<file path="src/sv/gha_ram.sv">
// Generic single-write, single-read RAM with a registered read port.
// No dependencies.
module gha_ram #(
   parameter int WIDTH = 8,
   parameter int DEPTH = 16
) (
   input  logic                     clock,
   input  logic                     wr_en,
   input  logic [$clog2(DEPTH)-1:0] wr_addr,
   input  logic [WIDTH-1:0]         wr_data,
   input  logic                     rd_en,
   input  logic [$clog2(DEPTH)-1:0] rd_addr,
   output logic [WIDTH-1:0]         rd_data
);
   logic [WIDTH-1:0] mem [DEPTH];
   logic [WIDTH-1:0] rd_data_ff;

   always_ff @(posedge clock) begin
      if (wr_en) begin
         mem[wr_addr] <= wr_data;
      end
      if (rd_en) begin
         rd_data_ff <= mem[rd_addr];
      end
   end

   assign rd_data = rd_data_ff;
endmodule

</file>
<file path="config.mk">
export PLATFORM = sky130hd
export DESIGN_NAME = gha_ram
export DESIGN_NICKNAME = d
export VERILOG_FILES = /design/src/sv/gha_ram.sv
export SDC_FILE = /design/constraint.sdc
export NUM_CORES = 1
export LEC_CHECK = 0
export BUFFER_PORTS_ARGS = -buffer_cell sky130_fd_sc_hd__buf_2
export CAP_MARGIN = 20
export CORE_ASPECT_RATIO = 0.6
export CORE_MARGIN = 2
export CORE_UTILIZATION = 50
export DETAILED_ROUTE_END_ITERATION = 16
export HOLD_SLACK_MARGIN = 0.03
export PLACE_DENSITY = 0.68
export RECOVER_POWER = 50
export SLEW_MARGIN = 25
export SYNTH_ARGS = -nofsm -noshare
export SYNTH_HDL_FRONTEND = slang
export SYNTH_SLANG_ARGS = --single-unit
</file>
<file path="constraint.sdc">
create_clock -name clock -period 4.1 [get_ports clock]
set_input_delay 0.615 -clock clock [delete_from_list [all_inputs] [get_ports clock]]
set_output_delay 0.615 -clock clock [all_outputs]
set_load 0.05 [all_outputs]
</file>
* Word level (Yosys, flattened, before mapping)
Memory sizes are Yosys's and may differ from the RTL's. A register that Yosys moved wholly into a read port is not among the register bits.
Cells that the tools add are included.
** Storage, ports and cells
- Flip-flop bits (word level) :: 0
- RAM bits :: 128
- Bits of input ports :: 19
- Output and inout bits :: 8
- Word-level logic and storage cells :: 3
- Memories :: 1
** Memory list
- mem :: depth 16, width 8, read ports 1, clocked after memory_dff 1, write ports 1, RTL line 15 : logic [WIDTH-1:0] mem [DEPTH];
** Operators by class
- Mux-type cells :: 2
** Operators with widths (number)
- $mux W1 :: 2

* Logic depth before layout (Yosys ltp)
- Word-level depth :: 2
- Mapped depth :: 5
- Gate-level depth less buffers :: 3

* Least setup slack after synthesis
Ideal clock, no wire load.
- Path type :: in2reg
- Start :: input wr_addr[2]
- End :: memory mem[0][0] (enable)
- Library setup time :: 0.383 ns
- Data arrival time :: 1.725 ns
- Data required time :: 3.717 ns
- Slack :: 1.992 ns
- Cell stages on the path :: 2
- Path buffers :: 0
- Cells stage by stage :: or3b_2 > nor3_1
** RTL lines
- start, declared :: RTL line 9 : input logic [$clog2(DEPTH)-1:0] wr_addr,
- end, declared :: RTL line 15
Straight into the memory's write port.

==> results.cfg <==
[clock_tree]
worst_skew_pair.late_latency_ps = 420
cts.clk_slew.worst_paths_ps = 60
post-cts-setup-buffers = 0
clock_path_buffers = 2
htree_levels = 4
cts_root_buffer = clkbuf_16
numCtsBuffers = 17
clock_sinks = 136
cts.repair.resized = 0
cts_hold_buf = 0
cts_tree = built

[detailed_routing]
antenna_left = 0
vias = 2407
wl_um = 9890
drc_errors = 0
drt_iter0_drc = 210
vias_per_cell = 5.79
first_pass_iters = 4
wl_per_cell_um = 23.8

[layout]
nNetsFinal = 287
n_fill_cell = 732
stdcell_area_um2 = 6030
diodes = 0
multi_input_area_um2 = 1060
regArea_um2 = 4080
area_delta_synth_final_pct = 15.3
drive_above_1_share_pct = 24.9

[worst_hold_path]
holdPathEnd = mem[12][6]
min_path_type = in -> reg
worstHoldPathCells = 2
hp-start = wr_addr[0]

[worst_setup_path]
path_cells = buf_2 -> buf_4 -> mux4_1 -> a22oi_1 -> nand2_1
r2r_start = mem[3][2]
path_class = in -> reg
start_kind = input port
critPathSlowestCell = mux4_1
crit_family = buffers and inverters
reg2reg_depth = 3
cp_max_fo = 21
r2r_slack_ps = 2630
endpoint_kind = register
r2r-end = rd_data[2]
cp.arrival_ps = 2460
critPathBufInv = 2
required_ps = 4260
critPathMaxStageDelay_ps = 600

[die]
initial_core_util_pct = 52.2
boundaryPins = 27
fp.dieW_um = 136
core-area_um2 = 10000
fp-row-count = 28
die_area_um2 = 11300
die_h_um = 83.2

[placed_design]
gp_congestion = 0.705
place_area_um2 = 5480
numPortBuffers = 26
dpl.hpwl_um = 6240

[timing]
report.final.slew_viol_count = 0
min_period_ps = 2300
finClkSkew_ps = 8.55
slew_headroom_pct = 34.4
finalSetupViolCount = 0
grt_setup_unrepaired = no
fin_crit_sh_pct = 56.1
worst_slew_pin_slew_ps = 980
fin_setup_tns_ps = 0
hold_viol = 0
max_freq_mhz = 434

[synth]
ys_types = 18
yosys_warnings = 0
postSynthCellCount = 229
syn_avg_cell_area_um2 = 22.8
syn-num-nets = 248
syn_area_um2 = 5230
ys_seq_elements = 136
ys_seq_area_share_pct = 78.1

[grt]
busiest_layer = met1
use_met1_pct = 27.7
grt_overflow_total = 0
grt_pass1_vias = 2476
groute.layer.met3.usage_pct = 5.74
grt_pass1_wl_um = 14700
grt_use_total_pct = 18.9
grt_max_degree = 33
met2_usage_pct = 27.0
antenna_found_initial = 0

[power]
powerDensity_nw_per_um2 = 526
ir_worst_vdd_mv = 0.306
intPower_mw = 2.47
clockPowerShare_pct = 45.5
leakage_nw = 1.97
p_seq_share_pct = 49.6
pwr-share-comb_pct = 4.9
switching_share_pct = 22.2
p_switching_uw = 705

[run_status]
run_status = finished clean

[flow_run]
drv_cap = 0
==> worst max-delay path by stage <==
stage	start	end	slack [ps]	cells after the start
floorplan	wr_addr[2]	mem[0][0]	1990	2
global placement	rd_addr[0]	rd_data[2]	1400	5
detailed placement	rd_addr[0]	rd_data[2]	1350	5
CTS	rd_addr[0]	rd_data[2]	1760	5
global route	rd_addr[0]	rd_data[2]	1670	5
finish	rd_addr[0]	rd_data[2]	1800	5
==> layout by cell type (no fill, tap or decap), types with 2 or more instances in the layout <==
master | netlist | routed
inv_6 | 0 | 6
clkinvlp_4 | 0 | 2
nor3_1 | 4 | 3
buf_2 | 3 | 16
nand2_1 | 9 | 9
clkinv_4 | 0 | 3
nand3b_1 | 2 | 2
nand2b_1 | 2 | 2
mux4_1 | 14 | 14
clkbuf_16 | 0 | 17
clkbuf_1 | 0 | 11
buf_4 | 1 | 3
mux4_2 | 18 | 18
a22oi_1 | 16 | 16
edfxtp_1 | 136 | 136
nor2_1 | 13 | 13
==> layer usage <==
layer | part of all wire [%] | vias up | routed length [um]
li1 | - | 1066 | -
met2 | 46 | 95 | 4530
met1 | 46 | 1239 | 4550
met5 | 0 | - | 0
met4 | 0.79 | 0 | 78
met3 | 7.4 | 7 | 736
==> logic make-up after synthesis <==
logic type	count (synthesis)	synth area share [%]
compound gates	16	2.30
mux	32	14.8
flops	136	78.1
simple gates	35	3.14
buf+inv	10	1.65
==> power groups by stage <==
stage          sequential, mW  combinational (mW)  clock [mW]
2_1_floorplan            1.63              0.0791           0
3_3_place_gp             1.60               0.153           0
3_5_place_dp             1.60               0.158           0
4_1_cts                  1.57               0.159        1.46
5_1_grt                  1.58               0.167        1.53
6_report                 1.57               0.155        1.44
==> sequential cells by signal, indices dropped and copies added (netlist names) <==
register,count
rd_data,8
mem,128
==> metrics by stage <==
step | utilization (%) | instances | setup WS (ps) | hold slack [ps] | power (mW)
2_1_floorplan | - | 229 | 1990 | 705 | 1.70
3_3_place_gp | 54.6 | 384 | 1400 | 733 | 1.76
3_5_place_dp | 54.6 | 384 | 1350 | 743 | 1.76
4_1_cts | 60.3 | 416 | 1760 | 561 | 3.20
5_1_grt | 60.2 | 416 | 1670 | 708 | 3.27
6_report | 60.2 | 416 | 1800 | 698 | 3.17
==> final cells by class <==
| cell class | instances | share of cell area (%) |
|---|---|---|
| tap | 135 | 2.80 |
| timing repair buffer | 30 | 2.39 |
| clock buffer | 17 | 7.06 |
| sequential | 136 | 67.7 |
| clock inverter | 15 | 2.39 |
| multi-input combinational | 83 | 17.6 |
==> cell usage after synthesis, drive strengths merged <==
cell type	instances	area [um^2]
nor2b	1	6.26
nand2b	2	12.5
buf	7	56.3
nand3	1	5.00
mux4	32	773
nor3	4	20.0
nand2	9	33.8
and2	1	6.26
nand3b	2	15.0
or3b	1	8.76
and2b	1	7.51
a22oi	16	120
clkdlybuf4s25	3	30.0
edfxtp	136	4080
nor2	13	48.8
Note: power is estimated with default switching activity, not from simulation.
